==> src/nksl_pkg.sv <==
// Package for the nearest-K sorted list: sizes, codes, payload types and helpers.
`timescale 1ns / 1ps

package nksl_pkg;

  localparam int MAX_SLOTS = 16;
  localparam int SLOT_W    = (MAX_SLOTS > 1) ? $clog2(MAX_SLOTS) : 1;
  localparam int CNT_W     = $clog2(MAX_SLOTS + 1);

  localparam int CODE_W  = 24;
  localparam int DIST_W  = 20;
  localparam int BEAR_W  = 12;
  localparam int RANK_W  = 4;
  localparam int LCNT_W  = 5;
  localparam int CAP_W   = 5;
  localparam int CFG_W   = 20;

  localparam logic [DIST_W-1:0] RANGE_RESET = DIST_W'(3200);
  localparam logic [CAP_W-1:0]  CAP_RESET   = CAP_W'(8);

  typedef enum logic [1:0] {
    MODE_CLEAR = 2'd0,
    MODE_OFFER = 2'd1,
    MODE_READ  = 2'd2,
    MODE_NONE  = 2'd3
  } mode_e;

  typedef enum logic {
    CFG_RANGE = 1'b0,
    CFG_CAP   = 1'b1
  } cfg_e;

  typedef enum logic [1:0] {
    ST_IDLE,
    ST_CHK,
    ST_INS,
    ST_READ
  } state_e;

  typedef struct packed {
    mode_e              mode;
    logic [CODE_W-1:0]  cand_code;
    logic [DIST_W-1:0]  cand_distance;
    logic [BEAR_W-1:0]  cand_bearing;
    logic               position_ok;
  } in_item_t;

  typedef struct packed {
    logic [CODE_W-1:0]  out_code;
    logic [DIST_W-1:0]  out_distance;
    logic [BEAR_W-1:0]  out_bearing;
    logic [RANK_W-1:0]  out_slot;
    logic               out_present;
    logic               accepted;
    logic [LCNT_W-1:0]  list_count;
    logic               last;
  } result_t;

  typedef struct packed {
    logic [CODE_W-1:0]  code;
    logic [DIST_W-1:0]  distance;
    logic [BEAR_W-1:0]  bearing;
  } entry_t;

  typedef struct packed {
    logic               we;
    logic [SLOT_W-1:0]  waddr;
    entry_t             wdata;
    logic [SLOT_W-1:0]  raddr;
  } mem_req_t;

  // capacity register clipped to the number of physical slots
  function automatic logic [CNT_W-1:0] eff_cap(input logic [CAP_W-1:0] cap);
    logic [CNT_W-1:0] res;
    if (int'(cap) > MAX_SLOTS) begin
      res = CNT_W'(MAX_SLOTS);
    end else begin
      res = CNT_W'(cap);
    end
    return res;
  endfunction

endpackage

==> src/nksl_store.sv <==
// Slot store: one write port, one read port with registered read data.
`timescale 1ns / 1ps

module nksl_store (
  input  logic               clk_i,
  input  nksl_pkg::mem_req_t req_i,
  output nksl_pkg::entry_t   rdata_o
);

  nksl_pkg::entry_t mem_q [nksl_pkg::MAX_SLOTS];
  nksl_pkg::entry_t rdata_q;

  always_ff @(posedge clk_i) begin
    if (req_i.we) begin
      mem_q[req_i.waddr] <= req_i.wdata;
    end
    rdata_q <= mem_q[req_i.raddr];
  end

  assign rdata_o = rdata_q;

endmodule

==> src/nksl_ctrl.sv <==
// Sequencer: range checks, one-slot-per-cycle insertion walk, readout and result register.
`timescale 1ns / 1ps

module nksl_ctrl (
  input  logic                            clk_i,
  input  logic                            rst_ni,
  input  logic                            start_i,
  input  nksl_pkg::in_item_t              item_i,
  input  logic [nksl_pkg::DIST_W-1:0]     max_range_i,
  input  logic [nksl_pkg::CAP_W-1:0]      cap_i,
  input  logic                            cap_we_i,
  input  logic [nksl_pkg::CAP_W-1:0]      cap_new_i,
  input  nksl_pkg::entry_t                rdata_i,
  output nksl_pkg::mem_req_t              req_o,
  output logic                            busy_o,
  output nksl_pkg::result_t               result_o,
  output logic                            result_valid_o
);

  nksl_pkg::state_e state_q, state_d;
  logic [nksl_pkg::CNT_W-1:0]  count_q, count_d;
  logic [nksl_pkg::SLOT_W-1:0] idx_q, idx_d;
  nksl_pkg::in_item_t          cand_q;
  nksl_pkg::result_t           res_q, res_d;
  logic                        res_vld_q, res_vld_d;

  logic [nksl_pkg::CNT_W-1:0]  cap_eff;
  logic [nksl_pkg::CNT_W-1:0]  cap_new_eff;
  logic                        accept;
  logic                        full;
  logic                        reject;
  logic                        chk_pass;
  logic                        ins_move;
  logic                        rd_last;

  assign accept      = start_i && (state_q == nksl_pkg::ST_IDLE);
  assign cap_eff     = nksl_pkg::eff_cap(cap_i);
  assign cap_new_eff = nksl_pkg::eff_cap(cap_new_i);
  assign full        = (count_q >= cap_eff);
  assign reject      = !item_i.position_ok || (max_range_i == '0) || (cap_eff == '0) ||
                       (item_i.cand_distance > max_range_i);
  assign chk_pass    = (cand_q.cand_distance < rdata_i.distance);
  assign ins_move    = (idx_q != '0) && (cand_q.cand_distance < rdata_i.distance);
  assign rd_last     = ((nksl_pkg::CNT_W'(idx_q) + nksl_pkg::CNT_W'(1)) == count_q);

  // next state
  always_comb begin
    state_d = state_q;
    case (state_q)
      nksl_pkg::ST_IDLE: begin
        if (accept) begin
          case (item_i.mode)
            nksl_pkg::MODE_OFFER: begin
              if (!reject) begin
                state_d = full ? nksl_pkg::ST_CHK : nksl_pkg::ST_INS;
              end
            end
            nksl_pkg::MODE_READ: begin
              if (count_q != '0) begin
                state_d = nksl_pkg::ST_READ;
              end
            end
            default: state_d = nksl_pkg::ST_IDLE;
          endcase
        end
      end
      nksl_pkg::ST_CHK:  state_d = chk_pass ? nksl_pkg::ST_INS : nksl_pkg::ST_IDLE;
      nksl_pkg::ST_INS:  state_d = ins_move ? nksl_pkg::ST_INS : nksl_pkg::ST_IDLE;
      nksl_pkg::ST_READ: state_d = rd_last  ? nksl_pkg::ST_IDLE : nksl_pkg::ST_READ;
      default:           state_d = nksl_pkg::ST_IDLE;
    endcase
  end

  // datapath and outputs
  always_comb begin
    count_d   = count_q;
    idx_d     = idx_q;
    res_vld_d = 1'b0;
    res_d     = '0;
    res_d.last = 1'b1;
    req_o     = '0;
    req_o.wdata = rdata_i;
    req_o.waddr = idx_q;

    case (state_q)
      nksl_pkg::ST_IDLE: begin
        if (accept) begin
          case (item_i.mode)
            nksl_pkg::MODE_CLEAR: begin
              count_d   = '0;
              res_vld_d = 1'b1;
            end
            nksl_pkg::MODE_OFFER: begin
              if (reject) begin
                res_vld_d = 1'b1;
              end else if (full) begin
                req_o.raddr = nksl_pkg::SLOT_W'(cap_eff - nksl_pkg::CNT_W'(1));
              end else begin
                idx_d       = nksl_pkg::SLOT_W'(count_q);
                req_o.raddr = nksl_pkg::SLOT_W'(count_q - nksl_pkg::CNT_W'(1));
                count_d     = count_q + nksl_pkg::CNT_W'(1);
              end
            end
            nksl_pkg::MODE_READ: begin
              if (count_q == '0) begin
                res_vld_d = 1'b1;
              end else begin
                idx_d       = '0;
                req_o.raddr = '0;
              end
            end
            default: res_vld_d = 1'b1;
          endcase
        end
      end
      nksl_pkg::ST_CHK: begin
        if (chk_pass) begin
          // the last entry is dropped; walk starts from the last slot
          idx_d       = nksl_pkg::SLOT_W'(cap_eff - nksl_pkg::CNT_W'(1));
          req_o.raddr = nksl_pkg::SLOT_W'(cap_eff - nksl_pkg::CNT_W'(2));
        end else begin
          res_vld_d = 1'b1;
        end
      end
      nksl_pkg::ST_INS: begin
        req_o.we = 1'b1;
        if (ins_move) begin
          idx_d       = idx_q - nksl_pkg::SLOT_W'(1);
          req_o.raddr = idx_q - nksl_pkg::SLOT_W'(2);
        end else begin
          req_o.wdata.code     = cand_q.cand_code;
          req_o.wdata.distance = cand_q.cand_distance;
          req_o.wdata.bearing  = cand_q.cand_bearing;
          res_vld_d            = 1'b1;
          res_d.accepted       = 1'b1;
        end
      end
      nksl_pkg::ST_READ: begin
        res_vld_d          = 1'b1;
        res_d.out_code     = rdata_i.code;
        res_d.out_distance = rdata_i.distance;
        res_d.out_bearing  = rdata_i.bearing;
        res_d.out_slot     = nksl_pkg::RANK_W'(idx_q);
        res_d.out_present  = 1'b1;
        res_d.last         = rd_last;
        if (!rd_last) begin
          idx_d       = idx_q + nksl_pkg::SLOT_W'(1);
          req_o.raddr = idx_q + nksl_pkg::SLOT_W'(1);
        end
      end
      default: begin
        res_vld_d = 1'b0;
      end
    endcase

    // lowering the capacity drops entries beyond it
    if (cap_we_i && (count_q > cap_new_eff)) begin
      count_d = cap_new_eff;
    end

    res_d.list_count = nksl_pkg::LCNT_W'(count_d);
  end

  always_ff @(posedge clk_i or negedge rst_ni) begin
    if (!rst_ni) begin
      state_q   <= nksl_pkg::ST_IDLE;
      count_q   <= '0;
      idx_q     <= '0;
      res_vld_q <= 1'b0;
    end else begin
      state_q   <= state_d;
      count_q   <= count_d;
      idx_q     <= idx_d;
      res_vld_q <= res_vld_d;
    end
  end

  always_ff @(posedge clk_i) begin
    if (accept) begin
      cand_q <= item_i;
    end
    res_q <= res_d;
  end

  assign busy_o         = (state_q != nksl_pkg::ST_IDLE);
  assign result_o       = res_q;
  assign result_valid_o = res_vld_q;

`ifndef ASSERT_OFF
  a_rank_in_list: assert property (@(posedge clk_i) disable iff (!rst_ni)
    res_vld_q && res_q.out_present |->
      (nksl_pkg::LCNT_W'(res_q.out_slot) < res_q.list_count))
    else $error("readout rank beyond list count");

  a_ins_done: assert property (@(posedge clk_i) disable iff (!rst_ni)
    (state_q == nksl_pkg::ST_INS) && !ins_move |=> res_vld_q && res_q.accepted)
    else $error("finished insertion gave no accepted transaction");

  a_read_enter: assert property (@(posedge clk_i) disable iff (!rst_ni)
    accept && (item_i.mode == nksl_pkg::MODE_READ) && (count_q != '0) |=>
      (state_q == nksl_pkg::ST_READ))
    else $error("readout of a nonempty list did not start");

  a_write_in_ins: assert property (@(posedge clk_i) disable iff (!rst_ni)
    req_o.we |-> (state_q == nksl_pkg::ST_INS))
    else $error("slot write outside insertion");

  a_count_bound: assert property (@(posedge clk_i) disable iff (!rst_ni)
    (state_q == nksl_pkg::ST_IDLE) |-> (count_q <= cap_eff) || $past(cap_we_i))
    else $error("entry count above capacity");
`endif

endmodule

==> src/nearest_k_sorted_list.sv <==
// Top level of the nearest-K sorted list: configuration registers, sequencer and slot store.
`timescale 1ns / 1ps

// Keeps up to 16 candidates sorted by ascending distance. An item is taken when start_i is
// high and busy_o is low; every result shows on result_o for one cycle with result_valid_o
// high and must be captured then, since the receiver cannot stall the block. A clear, an
// unused mode, a read of an empty list or an offer that fails the position, range or
// capacity checks gives its result in the cycle after acceptance and does not raise busy_o.
// An offer dropped from a full list for not being nearer than the last entry holds busy_o
// for one cycle. An offer that enters the list holds busy_o while it walks: one step for
// each entry it moves past, then one step that writes it; into a full list a check step
// comes first. A readout of n entries gives n results, one per cycle, and holds busy_o
// while it reads them. The insertion walk moves one slot per cycle through the slot
// store's single read port.
module nearest_k_sorted_list (
  input  logic                           clk_i,
  input  logic                           rst_ni,
  input  logic                           start_i,
  output logic                           busy_o,
  input  nksl_pkg::in_item_t             item_i,
  output nksl_pkg::result_t              result_o,
  output logic                           result_valid_o,
  input  logic                           cfg_we_i,
  input  nksl_pkg::cfg_e                 cfg_idx_i,
  input  logic [nksl_pkg::CFG_W-1:0]     cfg_wdata_i
);

  logic [nksl_pkg::DIST_W-1:0] max_range_q;
  logic [nksl_pkg::CAP_W-1:0]  cap_q;
  logic                        range_we;
  logic                        cap_we;
  nksl_pkg::mem_req_t          mem_req;
  nksl_pkg::entry_t            mem_rdata;

  assign range_we = cfg_we_i && (cfg_idx_i == nksl_pkg::CFG_RANGE);
  assign cap_we   = cfg_we_i && (cfg_idx_i == nksl_pkg::CFG_CAP);

  always_ff @(posedge clk_i or negedge rst_ni) begin
    if (!rst_ni) begin
      max_range_q <= nksl_pkg::RANGE_RESET;
      cap_q       <= nksl_pkg::CAP_RESET;
    end else begin
      if (range_we) begin
        max_range_q <= nksl_pkg::DIST_W'(cfg_wdata_i);
      end
      if (cap_we) begin
        cap_q <= nksl_pkg::CAP_W'(cfg_wdata_i);
      end
    end
  end

  nksl_ctrl u_ctrl (
    .clk_i          (clk_i),
    .rst_ni         (rst_ni),
    .start_i        (start_i),
    .item_i         (item_i),
    .max_range_i    (max_range_q),
    .cap_i          (cap_q),
    .cap_we_i       (cap_we),
    .cap_new_i      (nksl_pkg::CAP_W'(cfg_wdata_i)),
    .rdata_i        (mem_rdata),
    .req_o          (mem_req),
    .busy_o         (busy_o),
    .result_o       (result_o),
    .result_valid_o (result_valid_o)
  );

  nksl_store u_store (
    .clk_i   (clk_i),
    .req_i   (mem_req),
    .rdata_o (mem_rdata)
  );

endmodule

==> config.mk <==
export PLATFORM = sky130hd
export DESIGN_NAME = nearest_k_sorted_list
export DESIGN_NICKNAME = d
export VERILOG_FILES = /design/src/nksl_pkg.sv /design/src/nksl_store.sv /design/src/nksl_ctrl.sv /design/src/nearest_k_sorted_list.sv
export SDC_FILE = /design/constraint.sdc
export NUM_CORES = 1
export LEC_CHECK = 0
export BUFFER_PORTS_ARGS = -buffer_cell sky130_fd_sc_hd__buf_2
export CAP_MARGIN = 20
export CORE_MARGIN = 3
export CORE_UTILIZATION = 25
export CTS_CLUSTER_DIAMETER = 40
export DETAILED_ROUTE_END_ITERATION = 8
export PLACE_DENSITY = 0.39
export SETUP_SLACK_MARGIN = 0.3
export SKIP_LAST_GASP = 1
export SYNTH_ARGS = -nofsm -noshare
export SYNTH_HDL_FRONTEND = slang
export SYNTH_SLANG_ARGS = --single-unit
==> constraint.sdc <==
create_clock -name clk_i -period 6.5 [get_ports clk_i]
set_input_delay 0 -clock clk_i [delete_from_list [all_inputs] [get_ports clk_i]]
set_output_delay 0 -clock clk_i [all_outputs]
set_load 0.1 [all_outputs]
==> results.txt <==
Die width -> 430 um
Hold WS -> 83.7 ps
Placed inst area -> 0.0489 mm2
Layout cell share with drive strength beyond 1 -> 17.8%
Crit-path max cell delay -> 750 ps
TNS Setup -> 0 ps
PD cells -> 530 mW/mm2
Initial Util -> 25.3%
WL final -> 146000 um
Slowest-stage cell, CP -> nand2_4
TritonCTS Sinks -> 1113
Critical path buffer and inverter count -> 2
Startpoint types -> flop
Max H-tree Level -> 4
Clock-pin slew on the worst setup and hold paths -> 50 ps
Post-Place Setup Slack -> 1760 ps
TritonCTS clock tree -> done
Num ports -> 154
# diodes -> 0
Area share of the largest cell type after synthesis -> 63.6%
WP data required -> 7150 ps
Crit path cell chain -> inv_1 -> ha_1 -> nand2b_1 -> a211o_1 -> a31oi_1 -> mux2i_1 -> o211ai_1 -> nand2_4 -> buf_12 -> a211oi_1 -> or4_1 -> a221o_1
RSZ-0062 raised after global routing -> false
Sequential area share after synthesis -> 71.2%
# setup viols final -> 0
Worst skew pair latency -> 810 ps
EDFF count, synth -> 952
Die ar. -> 0.185 mm2
Finished Cell Area -> 0.0577 mm2
Routed vias/inst -> 4.77
R2R cell count -> 12
Vias in the first global route -> 30200
Fin util -> 32.5%
DRT iter0 DRCs -> 1876
Leak Pwr -> 0.0203 uW
Crit. path cell count -> 12
Worst Skew -> 47.9 ps
Compound-gate portion of the synthesized area -> 12.4%
Period Utilization, post-route -> 74.7%
Worst R2R Start -> u_ctrl.count_q[0]
Number of unique standard cell types used by synthesis -> 88
Main flop type after synthesis -> edfxtp_1
Layout area overhead -> 28.4%
Synth top area cells -> edfxtp_1 (64%), dfxtp_1 (5.5%), nand3_1 (2.9%)
Fmax -> 0.206 GHz
Largest family of logic cells by synthesized area -> compound AO/OA/AOI/OAI gates
Crit Path Max Fanout -> 51
RR Endpoint -> u_store.rdata_o[14]
Hold Crit Class -> primary input to flop
Worst VDD drop -> 0.000352 V
Core ar. -> 0.177 mm2
Routed len/inst -> 23.8 um
Critical path startpoint -> u_ctrl.count_q[0]
DRC violations left -> 0
Final ANT Viol Nets -> 0
Total track usage -> 15.5%
Max-slew headroom -> 27.4%
CP top delay family -> simple AND/OR/NAND/NOR gates
Final worst path period need -> 4850 ps
Worst-Margin Slew -> 1080 ps
Via Count -> 29300
Worst Path Arrival -> 5500 ps
Drt pass-1 iters -> 5
Number of CTS-inserted buffers -> 188
Critical Path End -> u_store.rdata_o[14]
Grt ovf -> 0
Max Slew Vio Count -> 0
Die Y -> 430 um
PortBufs -> 153
R2R Setup Slk -> 1650 ps
Post-Syn Area -> 0.0449 mm2
Final hold vios -> 0
Synth Area in Adders -> 1.84%
Crit. End Element -> flop
Post-synthesis simple-gate area fraction -> 8.59%
Crit path kind -> flop to flop
Largest net degree at the start of global routing -> 157
Post-synth top cells -> edfxtp_1 (952), nand2_1 (275), nand3_1 (260), o21ai_0 (243), a21oi_1 (173)
Post-synthesis mux area share -> 2.82%
Status -> complete, no violations
Cell Rows -> 154
Synthesis-stage register bit count -> 1113
Worst Slack Setup Final -> 1650 ps
Asr flop ratio synth -> 3.32%
DPL Wire Length -> 76200 um
Clock buffer depth -> 3
Cell accounting for the most synthesized area -> edfxtp_1
Yosys warnings -> 0
Final Wtd Congestion -> 0.751
Avg Cell Area, Syn -> 13.9 um2
Root Buffer -> clkbuf_16
Synth Area in XOR/XNOR -> 0.248%
Initial antenna violation count -> 2
Gate Count Post-Synth -> 3233
Max Cap Viol -> 0
First-pass GRT wire length -> 214000 um
Fin nets -> 3774
Most common cell in the synthesized netlist -> edfxtp_1
Post-Syn Nets -> 3383
==> cells by family after synthesis <==
group / Yosys count
buffers and inverters: 303
multiplexers: 121
AO/OA/AOI/OAI: 849
XOR/XNOR: 11
AND/OR/NAND/NOR: 770
adder cells (fa/ha/maj): 66
flip-flops: 1113
==> final cells by class <==
| cell class | instances | area (um2) |
|---|---|---|
| clock inverter | 131 | 1810 |
| multi-input combinational | 1817 | 11900 |
| inverter | 55 | 210 |
| fill | 17400 | 120000 |
| tap | 2340 | 2930 |
| sequential | 1113 | 32000 |
| timing repair buffer | 449 | 3830 |
| clock buffer | 227 | 5030 |
==> registers in the layout, indices dropped and copies added (netlist names) <==
register / cells
u_store.mem_q: 896
u_ctrl.result_o: 68
u_ctrl.cand_q: 56
u_store.rdata_o: 56
max_range_q: 20
cap_q: 5
u_ctrl.count_q: 5
u_ctrl.idx_q: 4
u_ctrl.state_q: 2
u_ctrl.result_valid_o: 1
==> timing repair <==
item                       4_1_cts  5_1_grt
gates resized for setup          0        0
hold buffers                   195        0
setup endpoints to repair        0        0
hold endpoints to repair       135        0
buffers inserted                 0        0
==> worst min-delay path, delay by kind of cell <==
family | cells | cell delay [ps]
compound gates | 1 | 80
buf+inv | 2 | 680
simple gates | 1 | 70
==> metal layers <==
layer  wire length [um]  vias up  GRT usage (%)
met2              69700      588           25.5
met5                  0        -              0
li1                   -    13400              -
met4               3490        0           4.60
met3               5010      237           2.42
met1              67600    15000           21.1
==> placed cells by master (no fill, tap or decap), types with 31 or more instances in the layout <==
cell type	Yosys	final
buf_2	60	154
bufinv_16	0	33
dfxtp_1	124	124
a211oi_1	162	162
a22oi_1	50	50
inv_1	53	53
a21oi_1	173	173
o21ai_0	243	242
clkbuf_16	0	189
ha_1	66	66
or4_1	50	50
nand3_1	260	260
edfxtp_1	952	952
a21boi_1	46	46
nand2_1	275	273
dfrtp_1	33	31
mux2_2	45	45
a221o_1	58	58
mux2i_1	76	76
and3_1	86	86
dlygate4sd3_1	0	194
buf_4	6	74
==> worst min-delay path by stage <==
stage | endpoint | cells after the start | slack [ps] | start
floorplan | cap_q[0] | 0 | -300 | rst_ni
global placement | u_ctrl.cand_q[8] | 1 | 180 | item_i[8]
detailed placement | max_range_q[17] | 1 | 180 | rst_ni
CTS | max_range_q[1] | 4 | 0.6 | cfg_wdata_i[1]
global route | cap_q[1] | 3 | 50 | cfg_wdata_i[1]
finish | max_range_q[1] | 4 | 80 | cfg_wdata_i[1]
==> power by group <==
part | internal, uW | switching (uW)
sequential | 10100 | 466
combinational | 2850 | 6560
clock | 6900 | 3710
==> per-stage QoR <==
step                std cells  total power, uW
floorplan                3233            16400
global placement         5573            20200
detailed placement       5578            20200
CTS                      6131            31100
global route             6132            32200
finish                   6132            30600
No activity file was read; power rests on OpenSTA's default activity.
